==> src/rtl/mhpq_pkg.sv <==
// ----------------------------------------------------------------------------
// mhpq_pkg
// Shared constants and types for the max-heap priority queue.
// ----------------------------------------------------------------------------
package mhpq_pkg;

   localparam int DEPTH    = 31;
   localparam int KEY_BITS = 10;
   localparam int ADDR_W   = $clog2(DEPTH);
   localparam int CNT_W    = $clog2(DEPTH + 1);
   localparam int CHILD_W  = ADDR_W + 1;

   localparam int REQ_DATA_W = 16;
   localparam int RSP_DATA_W = 24;

   typedef enum logic {
      FUNC_PUSH   = 1'b0,
      FUNC_REMOVE = 1'b1
   } func_type;

   typedef enum logic [1:0] {
      ST_DONE  = 2'd0,
      ST_FULL  = 2'd1,
      ST_RANGE = 2'd2
   } status_type;

   // Access to the heap memory for one cycle: one write, two reads.
   typedef struct packed {
      logic                wr_en;
      logic [ADDR_W-1:0]   wr_addr;
      logic [KEY_BITS-1:0] wr_data;
      logic [ADDR_W-1:0]   rd_addr_a;
      logic [ADDR_W-1:0]   rd_addr_b;
   } mem_req_type;

   typedef struct packed {
      logic [CNT_W-1:0]    count;
      logic                top_valid;
      logic [KEY_BITS-1:0] top_key;
      status_type          status;
   } res_type;

endpackage

==> src/rtl/mhpq_mem.sv <==
// ----------------------------------------------------------------------------
// mhpq_mem
// Heap key store: one write port and two read ports, read data registered.
// ----------------------------------------------------------------------------
module mhpq_mem (
   input  logic                          clock,
   input  mhpq_pkg::mem_req_type         mem_req,
   output logic [mhpq_pkg::KEY_BITS-1:0] rd_data_a,
   output logic [mhpq_pkg::KEY_BITS-1:0] rd_data_b
);

   logic [mhpq_pkg::KEY_BITS-1:0] heap_mem_ff [mhpq_pkg::DEPTH];
   logic [mhpq_pkg::KEY_BITS-1:0] rd_data_a_ff;
   logic [mhpq_pkg::KEY_BITS-1:0] rd_data_b_ff;

   always_ff @(posedge clock) begin
      if (mem_req.wr_en) begin
         heap_mem_ff[mem_req.wr_addr] <= mem_req.wr_data;
      end
      rd_data_a_ff <= heap_mem_ff[mem_req.rd_addr_a];
      rd_data_b_ff <= heap_mem_ff[mem_req.rd_addr_b];
   end

   assign rd_data_a = rd_data_a_ff;
   assign rd_data_b = rd_data_b_ff;

endmodule

==> src/rtl/mhpq_ctrl.sv <==
// ----------------------------------------------------------------------------
// mhpq_ctrl
// Sequencer for push and remove: walks the heap one level per cycle.
// ----------------------------------------------------------------------------
module mhpq_ctrl (
   input  logic                            clock,
   input  logic                            reset,
   input  logic                            start,
   input  mhpq_pkg::func_type              cmd_func,
   input  logic [mhpq_pkg::KEY_BITS-1:0]   cmd_key,
   input  logic [mhpq_pkg::ADDR_W-1:0]     cmd_pos,
   output mhpq_pkg::mem_req_type           mem_req,
   input  logic [mhpq_pkg::KEY_BITS-1:0]   rd_data_a,
   input  logic [mhpq_pkg::KEY_BITS-1:0]   rd_data_b,
   output logic                            idle,
   output logic                            done,
   input  logic                            res_ready,
   output mhpq_pkg::res_type               res
);

   typedef enum logic [7:0] {
      S_IDLE    = 8'b0000_0001,
      S_UP_CMP  = 8'b0000_0010,
      S_SH_CMP  = 8'b0000_0100,
      S_LAST_RD = 8'b0000_1000,
      S_LAST    = 8'b0001_0000,
      S_DN_CMP  = 8'b0010_0000,
      S_PUT     = 8'b0100_0000,
      S_DONE    = 8'b1000_0000
   } state_type;

   state_type                      state_ff, state_in;
   logic [mhpq_pkg::ADDR_W-1:0]    idx_ff, idx_in;
   logic [mhpq_pkg::CNT_W-1:0]     cnt_ff, cnt_in;
   logic [mhpq_pkg::KEY_BITS-1:0]  carry_ff, carry_in;
   mhpq_pkg::status_type           status_ff, status_in;
   logic [mhpq_pkg::KEY_BITS-1:0]  root_ff;

   logic [mhpq_pkg::ADDR_W-1:0]    par;
   logic [mhpq_pkg::CHILD_W-1:0]   left_c;
   logic [mhpq_pkg::CHILD_W-1:0]   right_c;
   logic                           take_l;
   logic                           take_r;
   logic [mhpq_pkg::KEY_BITS-1:0]  best_l;

   function automatic logic [mhpq_pkg::ADDR_W-1:0] parent_of(
      input logic [mhpq_pkg::ADDR_W-1:0] i
   );
      logic [mhpq_pkg::ADDR_W-1:0] d;
      d = i - mhpq_pkg::ADDR_W'(1);
      return d >> 1;
   endfunction

   // Address of a child, or slot zero when that child is outside the heap.
   function automatic logic [mhpq_pkg::ADDR_W-1:0] child_addr(
      input logic [mhpq_pkg::ADDR_W-1:0] i,
      input logic                        right,
      input logic [mhpq_pkg::CNT_W-1:0]  n
   );
      logic [mhpq_pkg::CHILD_W-1:0] c;
      c = {i, 1'b0} + (right ? mhpq_pkg::CHILD_W'(2) : mhpq_pkg::CHILD_W'(1));
      return (c < mhpq_pkg::CHILD_W'(n)) ? c[mhpq_pkg::ADDR_W-1:0] : '0;
   endfunction

   assign par     = parent_of(idx_ff);
   assign left_c  = {idx_ff, 1'b1};
   assign right_c = {idx_ff, 1'b0} + mhpq_pkg::CHILD_W'(2);

   // Larger child wins only when strictly larger; the left one wins a tie.
   assign take_l = (left_c < mhpq_pkg::CHILD_W'(cnt_ff)) && (rd_data_a > carry_ff);
   assign best_l = take_l ? rd_data_a : carry_ff;
   assign take_r = (right_c < mhpq_pkg::CHILD_W'(cnt_ff)) && (rd_data_b > best_l);

   always_comb begin
      state_in          = state_ff;
      idx_in            = idx_ff;
      cnt_in            = cnt_ff;
      carry_in          = carry_ff;
      status_in         = status_ff;
      mem_req.wr_en     = 1'b0;
      mem_req.wr_addr   = idx_ff;
      mem_req.wr_data   = carry_ff;
      mem_req.rd_addr_a = '0;
      mem_req.rd_addr_b = '0;

      unique case (state_ff)
         S_IDLE: begin
            if (start) begin
               status_in = mhpq_pkg::ST_DONE;
               if (cmd_func == mhpq_pkg::FUNC_PUSH) begin
                  if (cnt_ff == mhpq_pkg::CNT_W'(mhpq_pkg::DEPTH)) begin
                     status_in = mhpq_pkg::ST_FULL;
                     state_in  = S_DONE;
                  end else begin
                     idx_in   = cnt_ff[mhpq_pkg::ADDR_W-1:0];
                     carry_in = cmd_key;
                     cnt_in   = cnt_ff + mhpq_pkg::CNT_W'(1);
                     if (cnt_ff == '0) begin
                        mem_req.wr_en   = 1'b1;
                        mem_req.wr_addr = '0;
                        mem_req.wr_data = cmd_key;
                        state_in        = S_DONE;
                     end else begin
                        mem_req.rd_addr_a = parent_of(cnt_ff[mhpq_pkg::ADDR_W-1:0]);
                        state_in          = S_UP_CMP;
                     end
                  end
               end else begin
                  if (mhpq_pkg::CNT_W'(cmd_pos) >= cnt_ff) begin
                     status_in = mhpq_pkg::ST_RANGE;
                     state_in  = S_DONE;
                  end else begin
                     idx_in = cmd_pos;
                     if (cmd_pos == '0) begin
                        state_in = S_LAST_RD;
                     end else begin
                        mem_req.rd_addr_a = parent_of(cmd_pos);
                        state_in          = S_SH_CMP;
                     end
                  end
               end
            end
         end

         S_UP_CMP: begin
            // The new key rides in carry_ff; the hole moves up past smaller parents.
            mem_req.wr_en = 1'b1;
            if (carry_ff > rd_data_a) begin
               mem_req.wr_data = rd_data_a;
               idx_in          = par;
               if (par == '0) begin
                  state_in = S_PUT;
               end else begin
                  mem_req.rd_addr_a = parent_of(par);
               end
            end else begin
               state_in = S_DONE;
            end
         end

         S_SH_CMP: begin
            // Each ancestor on the path moves down one level.
            mem_req.wr_en   = 1'b1;
            mem_req.wr_data = rd_data_a;
            idx_in          = par;
            if (par == '0) begin
               state_in = S_LAST_RD;
            end else begin
               mem_req.rd_addr_a = parent_of(par);
            end
         end

         S_LAST_RD: begin
            mem_req.rd_addr_a = mhpq_pkg::ADDR_W'(cnt_ff - mhpq_pkg::CNT_W'(1));
            cnt_in            = cnt_ff - mhpq_pkg::CNT_W'(1);
            idx_in            = '0;
            state_in          = S_LAST;
         end

         S_LAST: begin
            carry_in          = rd_data_a;
            mem_req.rd_addr_a = child_addr('0, 1'b0, cnt_ff);
            mem_req.rd_addr_b = child_addr('0, 1'b1, cnt_ff);
            state_in          = S_DN_CMP;
         end

         S_DN_CMP: begin
            mem_req.wr_en = 1'b1;
            if (take_r) begin
               mem_req.wr_data   = rd_data_b;
               idx_in            = right_c[mhpq_pkg::ADDR_W-1:0];
               mem_req.rd_addr_a = child_addr(right_c[mhpq_pkg::ADDR_W-1:0], 1'b0, cnt_ff);
               mem_req.rd_addr_b = child_addr(right_c[mhpq_pkg::ADDR_W-1:0], 1'b1, cnt_ff);
            end else if (take_l) begin
               mem_req.wr_data   = rd_data_a;
               idx_in            = left_c[mhpq_pkg::ADDR_W-1:0];
               mem_req.rd_addr_a = child_addr(left_c[mhpq_pkg::ADDR_W-1:0], 1'b0, cnt_ff);
               mem_req.rd_addr_b = child_addr(left_c[mhpq_pkg::ADDR_W-1:0], 1'b1, cnt_ff);
            end else begin
               state_in = S_DONE;
            end
         end

         S_PUT: begin
            mem_req.wr_en = 1'b1;
            state_in      = S_DONE;
         end

         S_DONE: begin
            if (res_ready) begin
               state_in = S_IDLE;
            end
         end

         default: begin
            state_in = S_IDLE;
         end
      endcase
   end

   always_ff @(posedge clock) begin
      if (reset) begin
         state_ff <= S_IDLE;
         cnt_ff   <= '0;
      end else begin
         state_ff <= state_in;
         cnt_ff   <= cnt_in;
      end
   end

   always_ff @(posedge clock) begin
      idx_ff    <= idx_in;
      carry_ff  <= carry_in;
      status_ff <= status_in;
      if (mem_req.wr_en && (mem_req.wr_addr == '0)) begin
         root_ff <= mem_req.wr_data;
      end
   end

   assign idle          = (state_ff == S_IDLE);
   assign done          = (state_ff == S_DONE);
   assign res.status    = status_ff;
   assign res.count     = cnt_ff;
   assign res.top_valid = (cnt_ff != '0);
   assign res.top_key   = (cnt_ff != '0) ? root_ff : '0;

endmodule

==> src/rtl/max_heap_priority_queue_top.sv <==
// A push climbs the heap level by level; a remove shifts the path down level
// by level and then sifts the new root down. Each level waits on the registered
// read of the key memory. One transaction at a time: a new request is taken
// only once the previous one is done.
// Reset (synchronous, active high) empties the heap; stored keys are not cleared.
// ----------------------------------------------------------------------------
// max_heap_priority_queue_top
// Binary max-heap priority queue with stream request and response channels.
// ----------------------------------------------------------------------------
module max_heap_priority_queue_top (
   input  logic        clock,
   input  logic        reset,
   // Request channel.
   input  logic        req_tvalid,
   output logic        req_tready,
   input  logic [15:0] req_tdata,  // key_in [9:0], position [14:10], zero [15]
   input  logic        req_tuser,  // func: 0 push, 1 remove
   // Response channel.
   output logic        rsp_tvalid,
   input  logic        rsp_tready,
   output logic [23:0] rsp_tdata   // status [1:0], top_key [11:2], top_valid [12],
                                   // count [17:13], zero [23:18]
);

   mhpq_pkg::mem_req_type          mem_req;
   logic [mhpq_pkg::KEY_BITS-1:0]  rd_data_a;
   logic [mhpq_pkg::KEY_BITS-1:0]  rd_data_b;
   logic                           ctrl_idle;
   logic                           ctrl_done;
   logic                           res_ready;
   mhpq_pkg::res_type              res;
   mhpq_pkg::func_type             cmd_func;

   logic                                 rsp_valid_ff, rsp_valid_in;
   logic [mhpq_pkg::RSP_DATA_W-1:0]      rsp_data_ff;

   // A request transaction is taken whenever the sequencer is idle.
   assign req_tready = ctrl_idle;
   assign cmd_func   = mhpq_pkg::func_type'(req_tuser);

   // The response register frees up when empty or when its transaction completes,
   // so the sequencer may finish while the previous response is being taken.
   assign res_ready = !rsp_valid_ff || rsp_tready;

   mhpq_ctrl u_ctrl (
      .clock     (clock),
      .reset     (reset),
      .start     (req_tvalid && ctrl_idle),
      .cmd_func  (cmd_func),
      .cmd_key   (req_tdata[9:0]),
      .cmd_pos   (req_tdata[14:10]),
      .mem_req   (mem_req),
      .rd_data_a (rd_data_a),
      .rd_data_b (rd_data_b),
      .idle      (ctrl_idle),
      .done      (ctrl_done),
      .res_ready (res_ready),
      .res       (res)
   );

   mhpq_mem u_mem (
      .clock     (clock),
      .mem_req   (mem_req),
      .rd_data_a (rd_data_a),
      .rd_data_b (rd_data_b)
   );

   always_comb begin
      rsp_valid_in = rsp_valid_ff;
      if (ctrl_done && res_ready) begin
         rsp_valid_in = 1'b1;
      end else if (rsp_tready) begin
         rsp_valid_in = 1'b0;
      end
   end

   always_ff @(posedge clock) begin
      if (reset) begin
         rsp_valid_ff <= 1'b0;
      end else begin
         rsp_valid_ff <= rsp_valid_in;
      end
   end

   // Result fields packed from the lowest bit up, padded to whole bytes.
   always_ff @(posedge clock) begin
      if (ctrl_done && res_ready) begin
         rsp_data_ff <= mhpq_pkg::RSP_DATA_W'(res);
      end
   end

   assign rsp_tvalid = rsp_valid_ff;
   assign rsp_tdata  = rsp_data_ff;

endmodule

==> config.mk <==
export PLATFORM = sky130hd
export DESIGN_NAME = max_heap_priority_queue_top
export DESIGN_NICKNAME = d
export VERILOG_FILES = /design/src/rtl/mhpq_pkg.sv /design/src/rtl/mhpq_mem.sv /design/src/rtl/mhpq_ctrl.sv /design/src/rtl/max_heap_priority_queue_top.sv
export SDC_FILE = /design/constraint.sdc
export NUM_CORES = 1
export LEC_CHECK = 0
export ABC_AREA = 1
export BUFFER_PORTS_ARGS = -buffer_cell sky130_fd_sc_hd__buf_4
export CAP_MARGIN = 20
export CORE_AREA = 5 5 217 219
export DETAILED_ROUTE_END_ITERATION = 10
export DIE_AREA = 0 0 222 224
export GPL_ROUTABILITY_DRIVEN = 0
export HOLD_SLACK_MARGIN = 0.06
export MAX_ROUTING_LAYER = met4
export SYNTH_ARGS = -nofsm -noshare
export SYNTH_HDL_FRONTEND = slang
export SYNTH_SLANG_ARGS = --single-unit
export TNS_END_PERCENT = 1
==> constraint.sdc <==
create_clock -name clock -period 5.7 [get_ports clock]
set_input_delay 1.14 -clock clock [delete_from_list [all_inputs] [get_ports clock]]
set_output_delay 1.14 -clock clock [all_outputs]
set_load 0.02 [all_outputs]
Word-level counts from Yosys, hierarchy flattened. Memory sizes are Yosys's and may differ from the RTL's. A register that Yosys moved wholly into a read port is not among the register bits. Index checks and enable logic that the tools add are counted.

Add/subtract/negate cells: 10. Order comparisons: 12. Eq/ne operators: 21. Muxes and demuxes: 60. Reduce and logical (&&, ||, !) cells: 22.

Operators with widths (count): $mux W8 (11); $mux W5 (17); $pmux W8 S8 (1); $mux W21 (2); $mux W10 (4); $mux W20 (2); $pmux W10 S4 (1); $lt A6 B5 Y1 (6); $mux W16 (2); $gt A10 B10 Y1 (3); $pmux W5 S6 (1); $pmux W5 S5 (1); $logic_not A5 Y1 (4); $pmux W10 S2 (1); $pmux W5 S2 (2); $add A6 B2 Y6 const B (3); $mux W4 (4); $mux W15 (1); $sub A5 B1 Y5 const B (3); $add A6 B1 Y6 const B (2); $reduce_and A6 Y1 (2); $reduce_bool A5 Y1 (2); $ne A3 B3 Y1 const B (3); $eq A8 B1 Y1 const B (1); 26 further kinds (46).

Bits in registers: 59. Bits in writable memories: 310. Input bits: 21. Output and inout bits: 26. Logic and storage cells: 135. Memories: 1.

Memory list: u_mem.heap_mem_ff (words 31, bits a word 10, read ports 2, clocked after Yosys merged registers in 2, write ports 1, RTL line mhpq_mem.sv:12) `logic [mhpq_pkg::KEY_BITS-1:0] heap_mem_ff [mhpq_pkg::DEPTH];`.

Depth between registers and ports, before layout.
Word-level depth: 8. Depth in mapped cells: 36. Gate-level depth less buffers: 34.

Cells and area by module. A second synthesis with hierarchy kept.

Cell total of the unflattened synthesis: 2534. Area total of the unflattened synthesis: 21469.3 um^2.

By module, submodules not included: mhpq_mem (times used 1, cells each 1823, area each 16225.6 um^2, sequential area each 9709.3 um^2); mhpq_ctrl (times used 1, cells each 678, area each 4599.4 um^2, sequential area each 1071.0 um^2); max_heap_priority_queue_top (times used 1, cells each 33, area each 644.4 um^2, sequential area each 560.5 um^2).

Least setup slack after synthesis. No wires, ideal clock.

Path kind: flip-flop to flip-flop. From: reg u_ctrl.idx_ff[0] (netlist bit). To: reg u_ctrl.root_ff[5] (netlist bit) (data pin). Library setup time: 0.616 ns. Arrival: 4.037 ns. Required time: 5.084 ns. Slack: 1.048 ns. Stages on the path, launching flop included: 21. Path buffers: 4. Cell sequence: edfxtp_1 buf_2 inv_2 clkbuf_1 ha_1 nor2_1 nor2_1 nand2_1 clkbuf_1 o21ai_0 inv_1 ha_1 nand2_1 nor2_1 nand3_1 nand3_1 nand3_4 inv_2 clkbuf_1 a21oi_1 o311ai_0.

RTL lines: from (decl) (RTL line mhpq_ctrl.sv:33) `logic [mhpq_pkg::ADDR_W-1:0] idx_ff, idx_in;`; from (signal assigned) (RTL line mhpq_ctrl.sv:212) `idx_ff <= idx_in;`; to (signal assigned) (RTL line mhpq_ctrl.sv:216) `root_ff <= mem_req.wr_data;`; to (decl) (RTL line mhpq_ctrl.sv:37) `logic [mhpq_pkg::KEY_BITS-1:0] root_ff;`.

Final worst setup path.
From: reg u_ctrl.cnt_ff[4] (netlist bit). To: reg u_mem.rd_data_a_ff (netlist bit u_mem.rd_data_a[9]), read port of u_mem.heap_mem_ff.

Word-level cells in the longest chain between the ends: 7. Elaborated cells on any way between the ends: 24. Those cells by class: add/sub (1); order compare (7); eq/ne (1); mux (12); reduce/logical (3).

RTL lines: from (decl) (RTL line mhpq_ctrl.sv:34) `logic [mhpq_pkg::CNT_W-1:0] cnt_ff, cnt_in;`; from (signal assigned) (RTL line mhpq_ctrl.sv:207) `cnt_ff <= cnt_in;`; $lt A6 B5 Y1 (RTL line mhpq_ctrl.sv:70) `assign take_l = (left_c < mhpq_pkg::CHILD_W'(cnt_ff)) && (rd_data_a > carry_ff);`; $logic_and A1 B1 Y1 (RTL line mhpq_ctrl.sv:70); $mux W10 (RTL line mhpq_ctrl.sv:71) `assign best_l = take_l ? rd_data_a : carry_ff;`; $gt A10 B10 Y1 (RTL line mhpq_ctrl.sv:72) `assign take_r = (right_c < mhpq_pkg::CHILD_W'(cnt_ff)) && (rd_data_b > best_l);`; $logic_and A1 B1 Y1 (RTL line mhpq_ctrl.sv:72); $mux W20 (RTL line mhpq_ctrl.sv:169) `if (take_r) begin`; $pmux W5 S6 * (RTL line mhpq_ctrl.sv:86) `unique case (state_ff)`; to (decl) (RTL line mhpq_mem.sv:13) `logic [mhpq_pkg::KEY_BITS-1:0] rd_data_a_ff;`.

Every way passes the cells marked *; elsewhere a longest branch is shown, timed or not. A chain may end at the register's enable or synchronous reset.

==> impl_summary.txt <==
----------------------------------------------------
[Synth]
  Synthesized area divided by synthesized cell count ... just under 9 sq um
  Sequential area share after synthesis ... between 50% and 60%
  Number of enable flip-flop cells after synthesis ... between 300 and 400
  Share of synthesized flip-flops with an asynchronous set or reset ... 0%
  Area of the mapped netlist ... about 21000 sq um
  Total number of yosys warnings ... 0
  Unique masters post-synth ... 54
  Number of standard cells after synthesis ... ~2400
  Post-synthesis register bit count ... around 390
  Primary flip-flop cell chosen by synthesis mapping ... sky130_fd_sc_hd__edfxtp_1

[Routing]
  Number of violations reported at the end of detailed-routing iteration 0 ... 1912
  Post-Route WL ... a little over 60 mm
  Antenna-violating nets left ... 0
  Post-detailed-route wirelength per cell ... just over 20 um
  Detailed-routing iteration count for the pre-antenna-repair pass ... 6
  Via count normalized by instance count ... about 5.5
  Residual DRC count ... 0
  Via total after detailed routing ... 16850

[Min path]
  Hold Crit Depth ... 0
  Startpoint of the worst hold path ... u_ctrl.status_ff[0]$_SDFFCE_PP0P_
  End point of the worst hold path ... rsp_tdata[0]$_DFFE_PP_
  Worst hold path type ... flop to flop

[Clocking]
  Clock transition at path regs ... ~60 ps
  Root buffer cell ... sky130_fd_sc_hd__clkbuf_16
  # clock sinks ... ~400
  CTS Hold Buffers Added ... 0
  Number of cells upsized or downsized after cts ... 0
  Post-CTS setup buffers ... 0
  CTS H-Tree Depth ... 2
  Number of buffers on the longest clock path ... 3
  CTS tree ... yes
  CTS Buf Count ... 43
  Insertion delay of the later-clocked pin in the worst-skew pair ... roughly 580 ps

[Power]
  Design Power ... 0.01328 W
  Leakage Power ... around 10 nW
  Power Density ... about 560 nW/um^2
  Max rail drop VDD ... approximately 460 uV

[Die]
  Number of standard-cell rows in the floorplan ... a little under 80
  Number of top-level pins ... 47
  Chip Width ... 222 um
  Die footprint ... a little under 50000 sq um
  Chip Height ... between 200 and 250 um
  Initial core utilization ... 46.36%
  Floorplan core area ... approximately 45000 sq um

[Layout]
  Leading cell types in the layout, fill and taps excluded ... sky130_fd_sc_hd__nand2_1 (516), sky130_fd_sc_hd__nand3_1 (426), sky130_fd_sc_hd__inv_1 (357)
  Area added between synthesis and finish ... 13.67%
  Most common library cell in the layout ignoring fill and taps ... sky130_fd_sc_hd__nand2_1
  Final antenna diode count ... 0
  Nets@finish ... ~2500
  Proportion of layout cells with a drive suffix above 1 ... 9.648%

[STA]
  Worst clock skew ... about 18 ps
  Setup TNS ... 0 ps
  Min cycle time layout ... 5156 ps
  Max Fclk ... slightly below 200 MHz
  Measured slew at the worst slew-check pin ... 1151 ps
  Unrepaired setup endpoints after global routing ... false
  Fin. Hold Viols ... 0
  Final setup violating endpoints ... 0
  Final worst-path cycle share ... 90.46%
  Worst relative slew slack ... 23.24%
  Slew Limit Fails ... 0

[Worst setup path]
  Delay of the slowest critical-path stage ... 670 ps
  Worst reg2reg startpoint ... u_ctrl.cnt_ff[4]$_SDFFE_PP0P_
  Critical path data arrival time ... around 5700 ps
  Crit-path slowest cell ... sky130_fd_sc_hd__inv_1
  Type of the worst setup path ... flop to flop
  Endpoint of the lowest-slack register-to-register path ... u_mem.rd_data_a[9]$_DFF_P_
  Register-to-register path setup slack ... 540 ps
  Peak fanout along the critical path ... 19
  Startpoint type of the worst setup path ... flop
  Most frequent cell on the critical path ... sky130_fd_sc_hd__nand2_1
  Worst reg-to-reg path cell count ... 26
  Crit path capture type ... flop
  Data required, critical path ... 6210 ps

[Outcome]
  Outcome ... completed

[Global routing]
  Number of global-route vias before repair ... 16070
  Maximum number of pins on one net before global-route repair ... ~150
  Number of antenna violations at the first check in global routing ... 0
  First-pass GRT wire length ... around 94 mm
  Grt total ovfl ... 0
  All-Layer GR Usage ... approximately a quarter

[Placement]
  Number of port buffers ... 39
  Final HPWL from detailed placement ... between 40 and 50 mm

[Job]
  Maximum capacitance violations ... 0

----------------------------------------------------
[cells by family after synthesis]
kind of cell	count (synthesis)	share of synthesized area (%)
other	1	0.01802
XOR/XNOR	7	0.2946
flip-flops	389	54.49
AO/OA/AOI/OAI	263	7.299
buffers and inverters	500	9.644
adder cells (fa/ha/maj)	46	2.766
AND/OR/NAND/NOR	1154	25.49
[metal layers]
layer	vias to the layer above	routed length [um]	track usage [%]
met4	0	2632	9.783
li1	8047	-	-
met5	-	0	-
met3	136	5444	4.704
met2	752	27820	38.58
met1	7919	26040	33.38
[worst max-delay path by stage]
stage                                   from  cells after the start  slack, ps                           to
6_report       u_ctrl.cnt_ff[4]$_SDFFE_PP0P_                     26        540   u_mem.rd_data_a[9]$_DFF_P_
5_1_grt        u_ctrl.cnt_ff[4]$_SDFFE_PP0P_                     28        110   u_mem.rd_data_a[7]$_DFF_P_
4_1_cts        u_ctrl.cnt_ff[4]$_SDFFE_PP0P_                     29        660   u_mem.rd_data_a[2]$_DFF_P_
3_5_place_dp   u_ctrl.cnt_ff[4]$_SDFFE_PP0P_                     29        730   u_mem.rd_data_a[2]$_DFF_P_
3_3_place_gp   u_ctrl.cnt_ff[4]$_SDFFE_PP0P_                     29        760   u_mem.rd_data_a[2]$_DFF_P_
2_1_floorplan     u_ctrl.idx_ff[0]$_DFFE_PP_                     20       1050  u_ctrl.root_ff[5]$_DFFE_PP_
[layout make-up]
cell class                 instances  area, sq um
timing repair buffer             128         1180
sequential                       389        11340
clock inverter                    30        239.0
multi-input combinational       1476         7634
fill                            4065        21240
clock buffer                      50         1112
inverter                         373         1400
tap                              600        750.7
[through the flow]
step	hold slack (ps)	utilization, %	instances	worst slack [ps]	cell area (sq um)
final	421.0	52.70	3046	543.6	23660
after detailed placement	408.9	49.57	2963	729.9	22260
after global placement	413.5	49.55	2962	757.9	22240
after CTS	422.8	52.58	3043	658.5	23610
after floorplan	400.3	-	2365	1048	20830
after global routing	442.9	52.70	3046	114.9	23660
[registers in the layout, summed over array words and instances, names as in the netlist]
name               cells
u_ctrl.idx_ff          5
u_mem.heap_mem_ff    310
u_ctrl.status_ff       2
u_mem.rd_data_b       10
u_ctrl.state_ff        8
rsp_tdata             18
rsp_tvalid             1
u_ctrl.cnt_ff          5
u_ctrl.carry_ff       10
u_ctrl.root_ff        10
u_mem.rd_data_a       10
[critical path, delay by kind of cell, from the launching register on]
family | cells | cell delay (ps)
buffers and inverters | 5 | 1220
AOI/OAI and AO/OA | 3 | 460
and+or+nand+nor | 16 | 2360
DFF | 1 | 430
adders and majority gates | 2 | 610
[power by group]
part | switching [W] | internal (W)
clock network | 0.00114 | 0.00154
logic | 0.00441 | 0.00166
registers | 0.000180 | 0.00435
total | 0.00573 | 0.00755
[cell usage after synthesis (2+ instances only)]
cell / count / area (sq um)
sky130_fd_sc_hd__nor2_1: 95 / 356.6
sky130_fd_sc_hd__o211ai_1: 18 / 135.1
sky130_fd_sc_hd__nand3b_1: 71 / 533.0
sky130_fd_sc_hd__buf_2: 68 / 340.3
sky130_fd_sc_hd__edfxtp_1: 355 / 10660
sky130_fd_sc_hd__or2_2: 3 / 18.77
sky130_fd_sc_hd__a221oi_1: 2 / 17.52
sky130_fd_sc_hd__inv_1: 357 / 1340
sky130_fd_sc_hd__dfxtp_1: 34 / 680.7
sky130_fd_sc_hd__a21oi_1: 58 / 290.3
sky130_fd_sc_hd__nand2_1: 516 / 1937
sky130_fd_sc_hd__nand2_4: 3 / 33.78
sky130_fd_sc_hd__clkbuf_1: 45 / 168.9
sky130_fd_sc_hd__buf_4: 10 / 75.07
sky130_fd_sc_hd__o2111ai_1: 3 / 26.28
sky130_fd_sc_hd__a22oi_1: 2 / 15.01
sky130_fd_sc_hd__a31oi_1: 14 / 87.58
sky130_fd_sc_hd__nand3_1: 426 / 2132
sky130_fd_sc_hd__nand4_1: 12 / 75.07
sky130_fd_sc_hd__nor4_1: 3 / 18.77
sky130_fd_sc_hd__nand2_2: 5 / 31.28
sky130_fd_sc_hd__nand3_2: 3 / 30.03
sky130_fd_sc_hd__ha_1: 46 / 575.6
sky130_fd_sc_hd__o21ai_1: 18 / 90.09
sky130_fd_sc_hd__xnor2_1: 2 / 17.52
sky130_fd_sc_hd__o21bai_1: 5 / 37.54
sky130_fd_sc_hd__a21o_1: 2 / 15.01
sky130_fd_sc_hd__xor2_1: 5 / 43.79
sky130_fd_sc_hd__o21ai_0: 114 / 570.6
sky130_fd_sc_hd__nor2_2: 5 / 31.28
sky130_fd_sc_hd__nor3_1: 6 / 30.03
sky130_fd_sc_hd__a211oi_1: 2 / 15.01
sky130_fd_sc_hd__inv_2: 11 / 41.29
sky130_fd_sc_hd__clkinv_1: 5 / 18.77
sky130_fd_sc_hd__buf_1: 3 / 11.26
sky130_fd_sc_hd__o22ai_1: 5 / 31.28
sky130_fd_sc_hd__o31ai_1: 5 / 37.54
sky130_fd_sc_hd__o221ai_1: 7 / 61.31
Note: power is estimated with default switching activity, not from simulation.
